`src/design/shst_pkg.sv`:
```
`timescale 1ns / 1ps
// ----------------------------------------------------------------------------
// shst_pkg
// types and constants shared by the scoped hash symbol table
// ----------------------------------------------------------------------------
package shst_pkg;

  localparam int KeyBits    = 32;
  localparam int ValueBits  = 32;
  localparam int KindBits   = 2;
  localparam int StatusBits = 3;
  localparam int KeyBytes   = KeyBits / 8;

  localparam int DefBucketCount = 127;
  localparam int DefPoolDepth   = 256;

  typedef enum logic [KindBits-1:0] {
    KIND_ENTER = 2'd0,
    KIND_LOOK  = 2'd1,
    KIND_POP   = 2'd2
  } kind_t;

  typedef enum logic [StatusBits-1:0] {
    ST_OK        = 3'd0,
    ST_NOT_FOUND = 3'd1,
    ST_FULL      = 3'd2,
    ST_EMPTY     = 3'd3,
    ST_ZERO_KEY  = 3'd4
  } status_t;

endpackage

```
`src/design/shst_hash.sv`:
```
`timescale 1ns / 1ps
// ----------------------------------------------------------------------------
// shst_hash
// key mod bucket count, one key byte per cycle through residue tables
// ----------------------------------------------------------------------------
module shst_hash #(
  parameter int BUCKET_COUNT = shst_pkg::DefBucketCount
) (
  input  logic                              clk,
  input  logic                              rst_n,
  input  logic                              start,
  input  logic [shst_pkg::KeyBits-1:0]      key,
  output logic                              done,
  output logic [$clog2(BUCKET_COUNT)-1:0]   bucket
);

  localparam int BW = $clog2(BUCKET_COUNT);
  localparam int PW = (shst_pkg::KeyBytes > 1) ? $clog2(shst_pkg::KeyBytes) : 1;

  logic [BW-1:0] tbl [shst_pkg::KeyBytes][256];

  for (genvar p = 0; p < shst_pkg::KeyBytes; p++) begin : g_pos
    for (genvar d = 0; d < 256; d++) begin : g_dig
      localparam longint unsigned Res =
        ((unsigned'(longint'(d)) << (8 * p)) % BUCKET_COUNT);
      assign tbl[p][d] = Res[BW-1:0];
    end
  end

  logic                         busy_r;
  logic                         done_r;
  logic [PW-1:0]                pos_r;
  logic [shst_pkg::KeyBits-1:0] key_r;
  logic [BW-1:0]                acc_r;
  logic [BW:0]                  sum;
  logic [BW-1:0]                acc_nxt;

  always_comb begin
    sum = {1'b0, acc_r} + {1'b0, tbl[pos_r][key_r[7:0]]};
    if (sum >= (BW+1)'(BUCKET_COUNT)) begin
      acc_nxt = BW'(sum - (BW+1)'(BUCKET_COUNT));
    end else begin
      acc_nxt = sum[BW-1:0];
    end
  end

  always_ff @(posedge clk) begin
    if (!rst_n) begin
      busy_r <= 1'b0;
      done_r <= 1'b0;
      pos_r  <= '0;
    end else begin
      done_r <= 1'b0;
      if (start) begin
        busy_r <= 1'b1;
        pos_r  <= '0;
        key_r  <= key;
        acc_r  <= '0;
      end else if (busy_r) begin
        acc_r <= acc_nxt;
        key_r <= key_r >> 8;
        pos_r <= pos_r + PW'(1);
        if (pos_r == PW'(shst_pkg::KeyBytes - 1)) begin
          busy_r <= 1'b0;
          done_r <= 1'b1;
        end
      end
    end
  end

  assign done   = done_r;
  assign bucket = acc_r;

endmodule

```
`config.mk`:
```
export PLATFORM = sky130hd
export DESIGN_NAME = shst_hash
export DESIGN_NICKNAME = d
export VERILOG_FILES = /design/src/design/shst_pkg.sv /design/src/design/shst_hash.sv
export SDC_FILE = /design/constraint.sdc
export NUM_CORES = 1
export LEC_CHECK = 0
export BUFFER_PORTS_ARGS = -buffer_cell sky130_fd_sc_hd__buf_2
export CORE_AREA = 2 2 101 142
export DETAILED_ROUTE_END_ITERATION = 16
export DIE_AREA = 0 0 103 144
export GPL_TIMING_DRIVEN = 0
export PLACE_DENSITY = 0.52
export SYNTH_ARGS = -nofsm -noshare
export SYNTH_HDL_FRONTEND = slang
export SYNTH_SLANG_ARGS = --single-unit
```
`constraint.sdc`:
```
create_clock -name clk -period 5.57 [get_ports clk]
set_input_delay 0.557 -clock clk [delete_from_list [all_inputs] [get_ports clk]]
set_output_delay 0.557 -clock clk [all_outputs]
set_load 0.005 [all_outputs]
```
==> results by stage, run 1 <==
Yosys:
- The synthesized area is roughly 4500 µm².
- The distinct cell type count after synthesis is 66.
- After synthesis, the cell types taking the most area are sky130_fd_sc_hd__edfxtp_1, sky130_fd_sc_hd__mux2_2, sky130_fd_sc_hd__mux4_2.
- The synthesized area divided by synthesized cell count is 8.749 µm².
- The most used flip-flop cell after synthesis is sky130_fd_sc_hd__edfxtp_1.
- The commonest cells after synthesis are sky130_fd_sc_hd__a21oi_1, sky130_fd_sc_hd__edfxtp_1, sky130_fd_sc_hd__nand2_1, sky130_fd_sc_hd__nor2_1, sky130_fd_sc_hd__clkbuf_1.
- Synthesis produced a netlist whose cell count is 520.
- For this run, asynchronously set or reset flops after synthesis account for 0%.
- The largest area contributor in the synthesized netlist is sky130_fd_sc_hd__edfxtp_1.
- The top cell type's share of synthesized area is 25.74%.
- The synthesized design contains 39 enable-type register cells.
- By instance count, the leading cell after synthesis is sky130_fd_sc_hd__a21oi_1.
- Counting every net in the synthesized netlist gives roughly 570.
- The fraction of the yosys area taken by sequential cells is roughly 28%.
- After synthesis the netlist holds a flip-flop and latch count of 43.
- The count of yosys warnings during synthesis is 0.

CTS:
- The post-cts hold buffer count is 0.
- The H-tree level count is 2.
- The maximum count of clock buffers along a single path is 2.
- Clock-pin slew was measured on the worst setup and hold paths at 70 ps.
- TritonCTS created 5 clock buffers.
- The latest clock arrival within the worst-skew pair is 290 ps.
- The root buffer selected by CTS is sky130_fd_sc_hd__clkbuf_16.
- The total number of clock tree sinks is 43.
- TritonCTS built the clock tree.

GRT:
- The global-route congestion overflow total is 0.
- The initial antenna violation count is 0.
- The wire length of the first global-routing pass is 27,140 µm.
- The global-route total usage across every layer is ~24%.
- The maximum number of pins on one net before global-route repair is 40.
- The via count of the first global-routing pass is 4,780.

Pwr:
- The power per standard cell area is 235.6 nW/µm².
- The design draws roughly 0.0012 W.
- The worst-case IR drop observed on VDD is between 0.3 and 0.4 mV.
- The leakage power figure is between 1.5 and 2 nW.

Detailed routing:
- In this run the remaining antenna-violating nets after routing total 0.
- The total iterations of the first detailed-routing run is 5.
- In the routed layout, each cell is associated on average with a via count of 6.305.
- The met2 layer wire length in the routed design is 8368 µm.
- The top layer reached by signal wires is met4.
- The routed length per placed instance is between 20 and 25 µm.
- The via total after detailed routing is 4,760.
- For this run, design rule violations remaining after detail routing come to 0.
- The DRC violation total after the first TritonRoute iteration is 596.
- For this block, the routed nets add up to 17,550 µm of wire.
- The sum of met3 wire segment lengths after detailed routing is 1450 µm.
- In the final routing, the length of wire on met1 measures 6381 µm.

Run:
- Max-cap violations in this run came to 0.

Worst setup path:
- The maximum fanout count along the critical path is 11.
- The element type at the critical path start is a flop.
- The kind of end point of the critical path is a flop.
- The setup check on the worst reg-to-reg path leaves a slack of 230 ps.
- The required time of the critical path is 5700 ps.
- The class of the most critical setup path is flop to flop.
- The worst endpoint data arrival time is 5480 ps.

Cells and area:
- The layout net count is 622.
- 0 antenna diodes ended up in the layout.
- Counting the fill cells in the layout gives roughly 1,500.
- Compared with the post-synthesis result, the final layout area differs by 14.27%.
- The ratio of cells with drive above 1 in the final layout is 22.98%.
- The flip-flop and latch area is 1252 µm².
- The multi-input gate area in the final layout is 2982 µm².

Timing:
- On the final layout, the worst clock skew is 6.350 ps.
- The final critical path time including I/O delays and setup is 5344 ps.
- At the pin with the least slew margin, the transition time is 820.1 ps.
- The number of slew-limit violations in the final report is 0.
- The count of final hold-check violations is 0.
- Setup violations remaining at the end of the flow were counted as 0.
- Headroom to the max-slew limit came out at 45.32%.
- Of the available clock period, the critical path in the final layout requires between 90 and 100%.
- Based on the critical path, the design can be clocked at up to 187.1 MHz.
- The final hold slack is between 400 and 500 ps.

Placement:
- Detailed placement ended at an HPWL of ~13,000 µm.
- The global placement routability congestion is 0.9902.
- Buffers placed on the I/O ports in this run total 42.

Floorplanning:
- The die is between 100 and 150 µm wide.
- The die is 144 µm tall.
- Once the floorplan was initialized, standard cells occupied 33.32% of the core.
- The area of the core region is 13,660 µm².
- The floorplan die area is 14,830 µm².
- Row generation in the floorplan step produced 51 rows.
- During I/O placement, the number of pins put on the boundary was 43.

Outcome:
- The run finished with clean final reports.

Worst hold path:
- In this run the worst hold path is classified as flop to flop.
final timing paths:
kind,start,endpoint,cells past startpoint
worst max-delay path,pos_r[0]$_SDFFE_PP0P_,bucket[5]$_SDFFCE_PP0P_,16
worst min-delay path,busy_r$_SDFF_PN0_,done$_SDFF_PP0_,2
worst max register to register,pos_r[0]$_SDFFE_PP0P_,bucket[5]$_SDFFCE_PP0P_,16
worst min register to register,busy_r$_SDFF_PN0_,done$_SDFF_PP0_,2
registers in the layout (all words and copies together) (netlist names):
| register | count |
|---|---|
| bucket | 7 |
| busy_r | 1 |
| done | 1 |
| key_r | 32 |
| pos_r | 2 |
report_power, final:
group	switching, W	total, W	internal (W)
Sequential	0.0000150	0.000403	0.000388
Clock	0.000126	0.000339	0.000213
Combinational	0.000291	0.000483	0.000193
per-stage QoR:
stage	instances	area [µm²]	setup WS, ps	util (%)	TNS, ps
after global routing	755	5199	-0.09104	38.07	-0.09104
after detailed placement	748	5012	-597.7	36.71	-3700
final	755	5199	225.8	38.07	0
after CTS	756	5190	134.1	38.01	0
after floorplan	520	4549	1080	-	0
after global placement	747	4991	-641.0	36.55	-3964
cells in the final DEF (no fill, tap or decap), types with 15 or more instances in the layout:
cell,Yosys,final
sky130_fd_sc_hd__buf_2,19,62
sky130_fd_sc_hd__a21oi_1,42,42
sky130_fd_sc_hd__edfxtp_1,39,39
sky130_fd_sc_hd__nand2_1,37,37
sky130_fd_sc_hd__nor2_1,36,36
sky130_fd_sc_hd__mux2_2,26,26
sky130_fd_sc_hd__o21ai_0,25,25
sky130_fd_sc_hd__clkbuf_1,27,23
sky130_fd_sc_hd__a211oi_1,20,20
sky130_fd_sc_hd__o211ai_1,17,17
sky130_fd_sc_hd__ha_1,17,16
sky130_fd_sc_hd__inv_1,15,15
cell families (layout without fill, tap and decap cells):
group,count (synthesis),in the layout,synth area share [%]
AO/OA/AOI/OAI,180,180,27.37
AND/OR/NAND/NOR,142,142,15.40
buffers and inverters,77,127,7.206
multiplexers,51,51,15.51
flip-flops,43,43,27.50
adder cells (fa/ha/maj),18,18,5.115
XOR/XNOR,9,9,1.898
repair_timing:
action	CTS	global route
gates resized for setup	5	5
endpoints found under the setup margin	7	7
pin swaps	0	0
buffers inserted	0	0
worst max-delay path, cell delays in order, from the launching register on:
cell,delay (ps)
sky130_fd_sc_hd__dfxtp_2,420
sky130_fd_sc_hd__clkbuf_4,260
sky130_fd_sc_hd__inv_1,310
sky130_fd_sc_hd__ha_1,250
sky130_fd_sc_hd__clkbuf_1,630
sky130_fd_sc_hd__o21bai_1,230
sky130_fd_sc_hd__nand2_1,120
sky130_fd_sc_hd__o31ai_1,60
sky130_fd_sc_hd__mux4_2,510
sky130_fd_sc_hd__mux4_2,520
sky130_fd_sc_hd__ha_1,360
sky130_fd_sc_hd__o21ai_1,120
sky130_fd_sc_hd__a32oi_1,350
sky130_fd_sc_hd__xnor2_1,250
sky130_fd_sc_hd__a41oi_4,240
sky130_fd_sc_hd__or3_1,390
sky130_fd_sc_hd__a21oi_1,140
per-layer routing:
metal	track usage (%)	up-vias
met5	0	-
met4	16.97	0
met3	3.770	107
met2	40.64	327
met1	27.83	2234
li1	-	2092
cell type report:
class                           count  area share (%)
Buffer                             56           4.910
Clock buffer                        5           2.407
Clock inverter                      3          0.8905
Inverter                           20           1.468
Multi-Input combinational cell    400           57.35
Sequential cell                    43           24.09
Tap cell                          185           4.452
Timing Repair Buffer               43           4.428
Note: power is estimated with default switching activity, not from simulation.
==> run 2: changes to the inputs <==
REMOVE_ABC_BUFFERS = 1   (was not set)
==> run 2 against run 1 <==
  * Clock power shrank 11%
  * Sequential share of layout area grew 0.37 points
  * Final cell count fell by 6.4%
  * Hold slack better by 8.8 ps
  * Core utilization decreased by 0.47 points
  * Maximum frequency is 0.60% lower
  * Largest power group unchanged
  * Largest cell class unchanged
  * Clock skew about the same
  * Via count decreased by 8.0%
==> results by stage, run 2 (synthesis gave the netlist of run 1 again) <==
Worst setup path:
- The required time of the critical path is approximately 5700 ps.
- The number of cell instances on the worst register-to-register path is 15.
- The worst-case register-to-register setup slack is 190 ps.
- The endpoint identified for the worst register-to-register timing path is bucket[5]$_SDFFCE_PP0P_.
- The startpoint identified for the worst register-to-register timing path is key_r[2]$_DFFE_PP_.
- The class of the most critical setup path is flop to flop.
- The element type at the critical path start is a flop.
- STA classifies the critical path endpoint as a flop.
- The maximum fanout count along the critical path is 22.
- Data on the critical path arrives at its endpoint at 5510 ps.

Run:
- Across the run, the number of max-cap violations was 0.

Placement:
- The number of buffers added on ports is 42.
- At the end of routability-driven placement, the weighted congestion stood at 0.8276.
- The pre-CTS worst setup slack is -695.5 ps.
- Including well taps, the total number of placed cells is between 600 and 700.
- Detailed placement finished with a half-perimeter wire length of between 9000 and 10,000 µm.

CTS:
- The TritonCTS clock tree is done.
- Counting along the longest clock path gives a buffer depth of 2.
- The clock slew at the register clock pins of the worst setup and hold paths is 60 ps.
- The root buffer selected by CTS is sky130_fd_sc_hd__clkbuf_16.
- The post-cts hold buffer count is 0.
- The later pin in the worst-skew pair is clocked with a latency of 290 ps.
- The number of buffers created by CTS is 5.
- The clock net in this run drives a total of 43 sinks.
- CTS built an H-tree with a depth of 2.

Detailed routing:
- Dividing the detail-routed wire length by the instance count gives roughly 19 µm.
- Across all layers, the routed design uses 4,377 vias.
- The DRC violation total after the first TritonRoute iteration is a little over 400.
- The first detailed-routing pass took 5 iterations.
- The average via count per standard cell is 6.191.
- After detailed routing, the number of remaining DRC violations is 0.
- After detailed routing, the total wire length is 13,570 µm.
- The count of nets left with antenna violations once routing finished came out at 0.

Timing:
- Subtracting the final worst setup slack from the clock period gives 5377 ps.
- The count of final hold-check violations is 0.
- The number of slew-limit violations in the final report came to 0.
- The worst setup margin is 193.4 ps.
- The final hold slack is just over 500 ps.
- Setup repair after global routing left no endpoint under its margin.
- Headroom to the max-slew limit came out at 9.575%.
- The final count of negative-setup-slack endpoints is 0.
- The final cycle utilization of the critical path is 96.53%.
- Timing would allow up to 186.0 MHz.
- The worst-case clock skew is 6.085 ps.
- The slew at the pin with the worst max-slew slack is between 1000 and 1500 ps.

Cells and area:
- The ratio of cells with drive above 1 in the final layout is between 20% and 30%.
- The library cells used most frequently in the layout, excluding fill and tap cells, are sky130_fd_sc_hd__a21oi_1, sky130_fd_sc_hd__buf_2, sky130_fd_sc_hd__edfxtp_1.
- Relative to the synthesized area, the layout overhead comes to 12.87%.
- The flip-flop count of the largest register after layout is 32.
- At the end of the flow, the number of nets in the layout was approximately 570.
- The final cell count without fillers is 707.
- The largest register by flop count is key_r.
- The repair_antennas step left the layout with diodes totalling 0.

Pwr:
- For this design the ratio of total power to cell area is 227.9 nW/µm².
- The peak ir drop on the vdd network is about 0.25 mV.
- Summed over all cells, the static leakage comes to 1.855 nW.
- The power after layout is around 0.0012 W.

Worst hold path:
- The worst min-delay path endpoint is done$_SDFF_PP0_.
- The source of the worst hold timing path is busy_r$_SDFF_PN0_.
- Counting instances, the worst hold path has a depth of 2.
- The classification of the worst-slack hold path is flop to flop.

Outcome:
- The flow ran to the end, and the final reports show no timing, DRC or antenna violations.

GRT:
- The initial antenna violation count is 0.
- The via count of the first global-routing pass came to between 4,000 and 5,000.
- The maximum number of pins on one net before global-route repair is 41.
- The first global-routing pass estimated 22,250 µm of wire.
- The global-route total usage across every layer is a little under a fifth.
- The global-route congestion overflow total is 0.

Floorplanning:
- For this configuration, the core starts out at a cell density of roughly 33%.
- The die is around 140 µm tall.
- The total area inside the core boundary comes to 13,660 µm².
- The floorplan step defined a die boundary enclosing 14,830 µm².
- The die span in x is 103 µm.
- During I/O placement, the number of pins put on the boundary was 43.
- The number of placement rows is 51.
[run 2: cell count changes in the layout (fill, tap and decap cells not counted), sizes merged]
cell,delta
inv,-1
buf,-23
bufinv,-1
clkinvlp,+1
clkbuf,-24
[run 2: what timing repair did]
action	4_1_cts	5_1_grt
endpoints found under the setup margin	7	7
resized for setup	2	4
buffers inserted	2	0
pin swaps	0	0
[run 2: worst max-delay path, cell delays in order (launching register included)]
cell                        delay [ps]
sky130_fd_sc_hd__edfxtp_1          930
sky130_fd_sc_hd__nand3_2           410
sky130_fd_sc_hd__nor2_1            520
sky130_fd_sc_hd__a222oi_1          200
sky130_fd_sc_hd__a211oi_1          300
sky130_fd_sc_hd__a21oi_1            70
sky130_fd_sc_hd__o211ai_1          320
sky130_fd_sc_hd__ha_1              240
sky130_fd_sc_hd__inv_1              60
sky130_fd_sc_hd__fa_1              420
sky130_fd_sc_hd__nand2b_1          200
sky130_fd_sc_hd__a2111oi_0         530
sky130_fd_sc_hd__a311o_2           260
sky130_fd_sc_hd__a41oi_4           200
sky130_fd_sc_hd__or3_1             400
sky130_fd_sc_hd__a21oi_1           150
[run 2: stage by stage]
stage | util, % | cell area [µm²] | setup TNS (ps)
final | 37.60 | 5135 | 0
after global placement | 34.70 | 4738 | -5052
after global routing | 37.60 | 5135 | 0
after floorplan | - | 4297 | 0
after detailed placement | 36.12 | 4932 | -4215
after CTS | 37.47 | 5117 | 0
[run 2: where the power goes]
part	switching, W	leakage [nW]	internal (W)	total [W]
logic	0.000248	1.37	0.000198	0.000446
registers	0.0000352	0.410	0.000388	0.000423
clock network	0.000123	0.0731	0.000179	0.000302
[run 2: worst max-delay path by stage]
stage | startpoint | end | slack (ps) | depth (start not counted)
3_3_place_gp | key_r[0]$_DFFE_PP_ | bucket[5]$_SDFFCE_PP0P_ | -800 | 15
6_report | key_r[2]$_DFFE_PP_ | bucket[5]$_SDFFCE_PP0P_ | 190 | 15
2_1_floorplan | key_r[0]$_DFFE_PP_ | bucket[5]$_SDFFCE_PP0P_ | 700 | 15
5_1_grt | key_r[3]$_DFFE_PP_ | bucket[5]$_SDFFCE_PP0P_ | 0.3 | 15
3_5_place_dp | pos_r[1]$_SDFFE_PP0P_ | bucket[5]$_SDFFCE_PP0P_ | -700 | 17
4_1_cts | pos_r[1]$_SDFFE_PP0P_ | bucket[5]$_SDFFCE_PP0P_ | 20 | 17
[run 2: metal layers]
metal / GRT usage [%] / routed length [µm] / up-vias
met5: 0 / 0 / -
met4: 8.657 / 484 / 0
met3: 2.320 / 858 / 47
met2: 33.56 / 6914 / 228
met1: 22.67 / 5308 / 2098
li1: - / - / 2004
[run 2: final cells by class]
cell class                      count  area [µm²]
Fill cell                        1436        8521
Sequential cell                    43        1256
Clock buffer                        6       138.9
Clock inverter                      2       16.27
Tap cell                          185       231.5
Timing Repair Buffer               51       429.2
Multi-Input combinational cell    400        2984
Inverter                           20       78.83
