==> src/design/shst_pkg.sv <==
`timescale 1ns / 1ps
// ----------------------------------------------------------------------------
// shst_pkg
// types and constants shared by the scoped hash symbol table
// ----------------------------------------------------------------------------
package shst_pkg;

  localparam int KeyBits    = 32;
  localparam int ValueBits  = 32;
  localparam int KindBits   = 2;
  localparam int StatusBits = 3;
  localparam int KeyBytes   = KeyBits / 8;

  localparam int DefBucketCount = 127;
  localparam int DefPoolDepth   = 256;

  typedef enum logic [KindBits-1:0] {
    KIND_ENTER = 2'd0,
    KIND_LOOK  = 2'd1,
    KIND_POP   = 2'd2
  } kind_t;

  typedef enum logic [StatusBits-1:0] {
    ST_OK        = 3'd0,
    ST_NOT_FOUND = 3'd1,
    ST_FULL      = 3'd2,
    ST_EMPTY     = 3'd3,
    ST_ZERO_KEY  = 3'd4
  } status_t;

endpackage

==> src/design/shst_heads.sv <==
`timescale 1ns / 1ps
// ----------------------------------------------------------------------------
// shst_heads
// bucket head memory with a clearing sweep after reset
// ----------------------------------------------------------------------------
module shst_heads #(
  parameter int BUCKET_COUNT = shst_pkg::DefBucketCount,
  parameter int LINK_W       = 9
) (
  input  logic                              clk,
  input  logic                              rst_n,
  input  logic                              re,
  input  logic [$clog2(BUCKET_COUNT)-1:0]   raddr,
  output logic [LINK_W-1:0]                 rdata,
  input  logic                              we,
  input  logic [$clog2(BUCKET_COUNT)-1:0]   waddr,
  input  logic [LINK_W-1:0]                 wdata,
  output logic                              clearing
);

  localparam int BW = $clog2(BUCKET_COUNT);

  logic [LINK_W-1:0] mem [BUCKET_COUNT];
  logic [LINK_W-1:0] rdata_r;
  logic              clr_busy_r;
  logic [BW-1:0]     clr_idx_r;
  logic              wr_en;
  logic [BW-1:0]     wr_addr;
  logic [LINK_W-1:0] wr_data;

  always_comb begin
    wr_en   = clr_busy_r | we;
    wr_addr = clr_busy_r ? clr_idx_r : waddr;
    wr_data = clr_busy_r ? '0 : wdata;
  end

  always_ff @(posedge clk) begin
    if (!rst_n) begin
      clr_busy_r <= 1'b1;
      clr_idx_r  <= '0;
    end else if (clr_busy_r) begin
      clr_idx_r <= clr_idx_r + BW'(1);
      if (clr_idx_r == BW'(BUCKET_COUNT - 1)) begin
        clr_busy_r <= 1'b0;
      end
    end
  end

  always_ff @(posedge clk) begin
    if (wr_en) begin
      mem[wr_addr] <= wr_data;
    end
    if (re) begin
      rdata_r <= mem[raddr];
    end
  end

  assign rdata    = rdata_r;
  assign clearing = clr_busy_r;

endmodule

==> config.mk <==
export PLATFORM = sky130hd
export DESIGN_NAME = shst_heads
export DESIGN_NICKNAME = d
export VERILOG_FILES = /design/src/design/shst_pkg.sv /design/src/design/shst_heads.sv
export SDC_FILE = /design/constraint.sdc
export NUM_CORES = 1
export LEC_CHECK = 0
export BUFFER_PORTS_ARGS = -buffer_cell sky130_fd_sc_hd__buf_4
export CELL_PAD_IN_SITES_DETAIL_PLACEMENT = 1
export CELL_PAD_IN_SITES_GLOBAL_PLACEMENT = 2
export CORE_ASPECT_RATIO = 1.25
export CORE_MARGIN = 4
export CORE_UTILIZATION = 45
export DETAILED_ROUTE_END_ITERATION = 16
export HOLD_SLACK_MARGIN = 0.05
export PLACE_DENSITY = 0.74
export SYNTH_ARGS = -nofsm -noshare
export SYNTH_HDL_FRONTEND = slang
export SYNTH_SLANG_ARGS = --single-unit
==> constraint.sdc <==
create_clock -name clk -period 4.85 [get_ports clk]
set_input_delay 0.2425 -clock clk [delete_from_list [all_inputs] [get_ports clk]]
set_output_delay 0.2425 -clock clk [all_outputs]
set_load 0.005 [all_outputs]
==> results of run 1 <==
-- layout make-up --
| class | instances | area (sq um) | share of cell area |
|---|---|---|---|
| multi-input combinational | 770 | 9680 | 0.191 |
| inverter | 6 | 22.5 | 0.000443 |
| clock inverter | 75 | 865 | 0.0170 |
| timing repair buffer | 120 | 1000 | 0.0197 |
| sequential | 1160 | 34800 | 0.684 |
| tap | 1310 | 1640 | 0.0323 |
| clock buffer | 128 | 2840 | 0.0559 |
-- power groups by stage --
stage / combinational, W / clock [W] / sequential [W]
2_1_floorplan: 0.000554 / 0 / 0.0111
6_report: 0.000853 / 0.00888 / 0.0109
4_1_cts: 0.000869 / 0.00904 / 0.0109
3_5_place_dp: 0.000861 / 0 / 0.0111
3_3_place_gp: 0.000853 / 0 / 0.0111
5_1_grt: 0.000899 / 0.00949 / 0.0109
-- logic make-up after synthesis --
family,after synthesis,share of synthesized area
and+or+nand+nor,249,0.0238
xor gates and xnor gates,3,0.000584
DFF,1160,0.773
adders and majority gates,2,0.000556
AOI/OAI and AO/OA,171,0.0259
buffers and inverters,122,0.0142
muxes,345,0.162
-- critical path, cell delays in order, from the launching register on --
cell	delay, ns
dfxtp_2	1.05
nand2_1	0.19
o21ai_0	0.70
nand3_1	0.40
nor2_1	0.83
-- cells in the mapped netlist, drive strengths merged, types with 3 or more instances --
library cell  instances
nand3                15
a21oi                32
and2                  6
o21ai                21
nand4                 5
o211ai                4
inv                   6
dfxtp                 8
or3                   3
edfxtp             1152
nor2                136
o22ai                14
xnor2                 3
mux2i                36
a22o                  9
nor2b                23
clkbuf               51
mux4                308
nand2                50
nand2b                7
buf                  65
a21boi                8
a221oi                4
a211oi               18
a31oi                 4
a22oi                45
-- state kept, by name, indices dropped and copies added (netlist names) --
name       flops
mem         1143
rdata          9
clr_idx_r      7
clearing       1
-- through the flow --
| step | TNS [ns] | cells | cell area [sq um] | hold WS [ns] |
|---|---|---|---|---|
| after CTS | 0 | 3569 | 50800 | 0.139 |
| after floorplan | -6.61 | 2052 | 45000 | 0.304 |
| after global routing | 0 | 3569 | 50800 | 0.174 |
| final | 0 | 3569 | 50800 | 0.181 |
| after detailed placement | 0 | 3361 | 47100 | 0.473 |
| after global placement | 0 | 3361 | 47100 | 0.467 |
-- routing by layer --
| metal | vias to the layer above | track usage | wire length [um] |
|---|---|---|---|
| met2 | 753 | 0.378 | 59300 |
| met3 | 158 | 0.0266 | 6470 |
| li1 | 8849 | - | - |
| met4 | 0 | 0.0723 | 3280 |
| met1 | 11700 | 0.287 | 44000 |
| met5 | - | 0 | 0 |
-- repair_timing --
item                       4_1_cts  5_1_grt
setup endpoints to repair        0        0
hold buffers                     5        0
hold endpoints to repair        26        0
-- worst max-delay path by stage --
| stage | from | end | slack, ns | depth (start not counted) |
|---|---|---|---|---|
| floorplan | clearing | mem[0][1] | -0.007 | 4 |
| detailed placement | raddr[0] | rdata[6] | 1.04 | 7 |
| CTS | clearing | mem[86][7] | 1.31 | 4 |
| global route | clearing | mem[86][7] | 1.06 | 4 |
| global placement | raddr[0] | rdata[6] | 1.02 | 7 |
| finish | clearing | mem[86][7] | 1.27 | 4 |
==> qor.yml, run 1 <==
min_path_cells: 2
cts_tree: "yes"
die_x_um: 291
grt_pass1_vias: 23100
min_path_type: "in2reg"
min_period_ns: 3.58
worstMarginPinSlew_ns: 1.20
critPathLaunchType: "register"
ys_seq_area_frac: 0.773
drtPass1Iterations: 5
synth_cell_types: 41
cts_buffers: 108
cts_resized: 0
synth-edff-count: 1152
portBuffers: 36
layout-drive-gt1-share: 0.266
fillCellCount: 8682
r2r-start: "clearing"
drt-total-wl_um: 113000
grt_max_degree: 128
final_common_cell: "edfxtp_1"
dp_slack_ns: 1.04
maxSlewHeadroom: 0.199
outcome: "finished clean"
avgRoutedWirePerCell_um: 31.7
timing.final.ws_setup_ns: 1.27
post-route-util: 0.513
intPower_w: 0.0164
synthArstFlopShare: 0
clk_transition_reported_paths_ns: 0.06
max_freq_mhz: 279
synthesis.area_sq_um: 45000
max_cap_violations: 0
grt_pass1_wl_um: 166000
path_max_fanout: 38
p_switching_w: 0.00420
grt_overflow: 0
vias_per_cell: 6.02
worstHoldEndpoint: "mem[84][3]"
grt_setup_unrepaired: "false"
power_switching_share: 0.203
num_vias: 21500
ioPinCount: 37
crit_required_ns: 5.15
arrival_ns: 3.89
n_antenna_cell: 0
p_per_area_nw_per_um2: 406
finalPower_w: 0.0206
final.setup_skew_ns: 0.0265
syn_avg_cell_area_sq_um: 21.9
setup_viol: 0
core_sq_um: 99100
ant_nets: 0
finalMaxSlewViolations: 0
gp_congestion: 0.794
cts_sinks: 1160
postSynthCellCount: 2052
grt_usage: 0.217
cts_setup_buffers: 0
worst-setup-path-type: "reg2reg"
final_cell_mix: "edfxtp_1 (1152), mux4_2 (308), nor2_1 (135)"
synth_nets: 2081
clk_path_buf_depth: 3
finalHoldViolations: 0
htree_levels: 3
drc: 0
fin_crit_sh: 0.739
r2r_end: "mem[86][7]"
area_growth_pct: 12.9
rows: 129
clock_latency_ns: 0.71
drt-initial-drc-count: 2053
r2r_slack_ns: 1.27
leakagePower_nw: 16.1
synth_ff_type: "edfxtp_1"
yosys_register_bits: 1160
initial_core_util: 0.454
dieArea_sq_um: 105000
hpwl_um: 70000
hp-start: "wdata[3]"
p_seq_frac: 0.529
comb_power_share: 0.041
synth_top_area_share: 0.769
clock-root-buffer: "clkbuf_16"
nets: 2195
vdd_drop_max_v: 0.000400
reg2reg_depth: 4
p_clk_frac: 0.430
cp-end-kind: "register"
yosysWarningCount: 0
die_height_um: 362
antenna_found_initial: 1
synth_area_leaders: "edfxtp_1 (77%), mux4_2 (15%), nor2_1 (1.1%), mux2i_1 (0.80%), a22oi_1 (0.75%)"
synth.largest_area_cell: "edfxtp_1"
Power figures use the tool's default switching activity.
==> run 2, diff against run 1 <==
Clock period 4.85 ns to 2.96 ns, I/O delays scaled along.
==> run 2 against run 1 <==
  * Clock power grew 58%
  * Sequential power grew 64%
  * Largest cell class unchanged
  * Register-to-register slack lost 1.1 ns
  * Final cell count is 5.6% higher
==> qor.yml, run 2 (synthesis results as in run 1) <==
outcome: "finished clean"
fillCellCount: 8700  # +0.21%
cts_tree: "yes"
avgRoutedWirePerCell_um: 30.4  # -3.9%
path_cells: "mux2i_1 -> nand3_1 -> buf_4 -> nor2_1 -> buf_4"
drc: 0  # unchanged
rows: 129  # unchanged
clock-root-buffer: "clkbuf_16"
cts_sinks: 1160  # unchanged
die_height_um: 362  # unchanged
htree_levels: 3  # unchanged
grt_pass1_wl_um: 170000  # +2.4%
max_freq_mhz: 356  # +28%
drtPass1Iterations: 5  # unchanged
critPathLaunchType: "register"
fin_crit_sh: 0.949  # +0.210
arrival_ns: 3.16  # -0.73 ns
setup_viol: 0  # unchanged
portBuffers: 36  # unchanged
path_max_fanout: 17  # -55%
worst-setup-path-type: "reg2reg"
layout-drive-gt1-share: 0.322  # +0.0560
grt_usage: 0.220  # +0.00267
vdd_drop_max_v: 0.000536  # +34%
r2r-start: "clearing"
min_period_ns: 2.81  # -0.774 ns
seqCellArea_sq_um: 34800  # unchanged
cp_top_family: "simple AND/OR/NAND/NOR gates"
regMostFlops: "mem"
maxSlewHeadroom: 0.376  # +0.177
finalMaxSlewViolations: 0  # unchanged
vias_per_cell: 5.87  # -2.4%
gp_congestion: 0.786  # -1.1%
antenna_found_initial: 5  # +4
clk_transition_reported_paths_ns: 0.06  # about the same
grt_setup_unrepaired: "false"
final.setup_skew_ns: 0.0307  # +0.00425 ns
max_cap_violations: 0  # unchanged
post-route-util: 0.530  # +0.0177
clock_latency_ns: 0.68  # -0.03 ns
nets: 2395  # +9.1%
crit_path_top_delay_cell: "mux2i_1"
leakagePower_nw: 17.2  # +6.6%
crit_cells: 5  # +1
min_path_type: "in2reg"
slowest_delay_ns: 0.59  # -0.46 ns
hp-start: "raddr[3]"
grt_pass1_vias: 24300  # +5.1%
cp-end-kind: "register"
cpMostUsedCell: "buf_4"
area_growth_pct: 16.8
fin_tns_setup_ns: 0  # unchanged
die_x_um: 291  # unchanged
core_sq_um: 99100  # unchanged
cts_buffers: 109  # +0.93%
dieArea_sq_um: 105000  # unchanged
ant_nets: 0  # unchanged
grt_overflow: 0  # unchanged
crit_required_ns: 3.32  # -1.83 ns
clk_path_buf_depth: 3  # unchanged
min_path_cells: 3  # +1
multiInputGateArea_sq_um: 9670  # -0.13%
largest_reg_flops: 1143  # unchanged
final_cell_mix: "edfxtp_1 (1152), mux4_2 (308), buf_4 (270)"
n_antenna_cell: 0  # unchanged
drt-total-wl_um: 115000  # +1.4%
num_vias: 22100  # +3.0%
drt-initial-drc-count: 2215  # +7.9%
critical_path_buf_inv_count: 2  # +2
finalHoldViolations: 0  # unchanged
initial_core_util: 0.454  # unchanged
grt_max_degree: 128  # unchanged
reg2reg_depth: 5  # +1
worstMarginPinSlew_ns: 0.932  # -0.269 ns
p_per_area_nw_per_um2: 635  # +56%
final_common_cell: "edfxtp_1"
ioPinCount: 37  # unchanged
cp-startpoint: "clearing"
hpwl_um: 72800  # +4.1%
## run 2: changes by cell type in the layout (fill, tap and decap cells not counted), sizes merged
cell / change
clkinv: +8
buf: +196
bufinv: -7
dlygate4sd3: +3
clkinvlp: +1
inv: -1
## run 2: tightest hold or removal path, cell delays in order
cell,delay [ns]
buf_4,0.22
a21oi_1,0.18
nor3_1,0.06
## run 2: final timing paths
check / slack [ns] / to
setup / recovery: 0.15 / mem[45][5]
hold / removal: 0.13 / rdata[8]
setup reg to reg: 0.15 / mem[45][5]
hold reg to reg: 0.53 / clr_idx_r[6]
## run 2: metal layers
metal | routed length, um | GRT usage | vias to the layer above | part of all wire
li1 | - | - | 9257 | -
met1 | 44600 | 0.284 | 12100 | 0.39
met2 | 61200 | 0.391 | 670 | 0.53
met3 | 6150 | 0.0344 | 144 | 0.054
met4 | 2790 | 0.0587 | 0 | 0.024
met5 | 0 | 0 | - | 0
## run 2: per-stage QoR
| step | instance area (sq um) | std cells | total power, W | setup WS [ns] | hold WS (ns) |
|---|---|---|---|---|---|
| global route | 52600 | 3769 | 0.0345 | 0.0392 | 0.125 |
| detailed placement | 48900 | 3557 | 0.0198 | -0.0101 | 0.381 |
| finish | 52600 | 3769 | 0.0334 | 0.151 | 0.131 |
| floorplan | 45000 | 2052 | 0.0191 | -0.451 | 0.210 |
| CTS | 52600 | 3769 | 0.0337 | 0.0415 | 0.0948 |
| global placement | 48900 | 3557 | 0.0197 | 0.0126 | 0.378 |
## run 2: layout make-up
class | instances | area share
flip-flops and latches | 1160 | 0.661
multi-input cells | 770 | 0.184
clock inverters | 76 | 0.0133
well taps | 1310 | 0.0312
repair buffers | 319 | 0.0555
inverters | 6 | 0.000428
clock buffers | 128 | 0.0545
## run 2: power breakdown
part,switching [W],internal [W]
sequential,0.0000259,0.0178
clock,0.00602,0.00795
combinational,0.000832,0.000706
total,0.00688,0.0265
## run 2: repair_timing
action | in CTS | in global routing
setup buffers | 0 | 0
hold buffers | 8 | 0
endpoints found under the hold margin | 89 | 0
endpoints found under the setup margin | 0 | 33
resized for setup | 0 | 2
==> run 3, diff against run 2 <==
Settings changed: CORE_UTILIZATION 45 to 46, PLACE_DENSITY 0.74 to 0.75, SLEW_MARGIN from default to 20.
==> run 3 against run 2 <==
  * Combinational power barely moved
  * Worst hold slack better by 0.0046 ns
  * Critical endpoint is now mem[108][4]
  * First-iteration DRC count fell by 1.3%
  * Global-route usage is 0.56 points higher
  * Utilization is 0.97 points higher
  * Setup slack got worse by 0.11 ns
  * Fmax fell by 3.8%
  * Count of clock-buffer cells in the layout grew 4
  * Largest cell class unchanged
  * Critical path depth unchanged
==> qor.yml, run 3 (synthesis results as in run 1) <==
vias_per_cell: 5.94  # +1.2%
drt-total-wl_um: 114000  # -0.50%
rows: 128  # -0.78%
grt_setup_unrepaired: "true"
fillCellCount: 8372  # -3.8%
clock_latency_ns: 0.70  # +0.02 ns
ant_nets: 0  # unchanged
hpwl_um: 72400  # -0.52%
cp-end-kind: "register"
crit_required_ns: 3.27  # -0.05 ns
clk_transition_reported_paths_ns: 0.06  # about the same
cp_top_family: "simple AND/OR/NAND/NOR gates"
stdcell_area_sq_um: 52500  # -0.12%
clk_path_buf_depth: 3  # unchanged
worstMarginPinSlew_ns: 1.10  # +0.172 ns
initial_core_util: 0.463  # +0.00882
die_x_um: 288  # -1.1%
min_period_ns: 2.92  # +0.112 ns
dp_slack_ns: -0.202  # -0.192 ns
finalHoldViolations: 0  # unchanged
drtPass1Iterations: 5  # unchanged
cts_tree: "yes"
core_sq_um: 97200  # -1.9%
instances_no_fill: 3737  # -0.85%
drt-initial-drc-count: 2186  # -1.3%
leakagePower_nw: 17.1  # -0.30%
grt_usage: 0.225  # +0.00560
avgRoutedWirePerCell_um: 30.6  # +0.35%
whs_ns: 0.136  # +0.00460 ns
reg2reg_depth: 5  # unchanged
drc: 0  # unchanged
dp_cells: 3530  # -0.76%
grt_max_degree: 128  # unchanged
n_antenna_cell: 0  # unchanged
grt_pass1_vias: 23800  # -2.1%
dieArea_sq_um: 103000  # -2.1%
min_path_type: "in2reg"
grt_overflow: 0  # unchanged
arrival_ns: 3.23  # +0.07 ns
final_cell_mix: "edfxtp_1 (1152), mux4_2 (308), buf_4 (251)"
finalMaxSlewViolations: 0  # unchanged
fin_tns_setup_ns: 0  # unchanged
crit_path_top_delay_cell: "nor2_1"
max_freq_mhz: 342  # -3.8%
layout-drive-gt1-share: 0.320  # -0.00243
maxSlewHeadroom: 0.245  # -0.132
largest_reg_flops: 1143  # unchanged
path_max_fanout: 15  # -2
path_cells: "buf_4 -> mux2i_1 -> buf_4 -> nand3_1 -> nor2_1"
cp-endpoint: "mem[108][4]"
final.setup_skew_ns: 0.0282  # -0.00254 ns
setup_viol: 0  # unchanged
cts_buffers: 110  # +0.92%
crit_cells: 5  # unchanged
r2r_slack_ns: 0.04  # -0.11 ns
critical_path_buf_inv_count: 2  # unchanged
cts_sinks: 1160  # unchanged
gp_congestion: 0.809  # +3.0%
ioPinCount: 37  # unchanged
outcome: "finished clean"
slowest_delay_ns: 0.90  # +0.31 ns
die_height_um: 358  # -1.1%
timing.final.ws_setup_ns: 0.0390  # -0.112 ns
max_cap_violations: 0  # unchanged
antenna_found_initial: 3  # -2
r2r-start: "clearing"
area_growth_pct: 16.7
grt_pass1_wl_um: 168000  # -1.4%
num_vias: 22200  # +0.38%
portBuffers: 36  # unchanged
htree_levels: 3  # unchanged
regMostFlops: "mem"
critPathLaunchType: "register"
dpl_cell_area_sq_um: 48800  # -0.23%
worst-setup-path-type: "reg2reg"
clock-root-buffer: "clkbuf_16"
final_common_cell: "edfxtp_1"
r2r_end: "mem[108][4]"
cp-startpoint: "clearing"
cpMostUsedCell: "buf_4"
p_per_area_nw_per_um2: 641  # +0.98%
vdd_drop_max_v: 0.000430  # -20%
nets: 2377  # -0.75%
fin_crit_sh: 0.987  # +0.0378
[run 3: power breakdown]
part | total [W] | leakage [nW] | switching, W | internal (W)
registers | 0.0179 | 10.8 | 0.0000339 | 0.0178
logic | 0.00155 | 4.57 | 0.000837 | 0.000710
clock network | 0.0142 | 1.78 | 0.00598 | 0.00826
total | 0.0337 | 17.1 | 0.00685 | 0.0268
[run 3: worst min path at each step]
stage | start | end | slack [ns] | cells past startpoint
finish | wdata[2] | mem[100][2] | 0.14 | 3
CTS | waddr[2] | mem[75][8] | 0.10 | 4
global placement | rst_n | clearing | 0.37 | 2
global route | wdata[2] | mem[100][2] | 0.17 | 3
detailed placement | rst_n | clearing | 0.38 | 2
floorplan | rst_n | clearing | 0.21 | 1
[run 3: metrics by stage]
step	utilization	power, W
after floorplan	-	0.0191
after global placement	0.502	0.0198
after CTS	0.540	0.0339
final	0.540	0.0337
after global routing	0.540	0.0347
after detailed placement	0.502	0.0198
[run 3: what timing repair did]
| action | CTS | global route |
|---|---|---|
| gates resized for setup | 1 | 2 |
| pin swaps | 0 | 0 |
| hold buffers | 6 | 0 |
| setup buffers | 0 | 0 |
| setup endpoints to repair | 9 | 27 |
| endpoints found under the hold margin | 73 | 0 |
[run 3: final cells by class]
class                      instances  area, sq um  area share
inverter                           6         22.5    0.000429
timing repair buffer             300         2800      0.0532
clock inverter                    69          728      0.0139
sequential                      1160        34800       0.662
multi-input combinational        770         9680       0.184
clock buffer                     132         2900      0.0552
tap                             1300         1630      0.0310
[run 3: routing by layer]
metal,global-route usage,vias to the layer above,wire (um)
met5,0,-,11
met4,0.0746,2,3380
met3,0.0317,174,6720
met2,0.382,842,58400
met1,0.305,12000,45600
li1,-,9219,-
[run 3: worst min-delay path: stages]
cell	delay, ns
buf_4	0.11
nor2b_4	0.12
buf_12	0.16
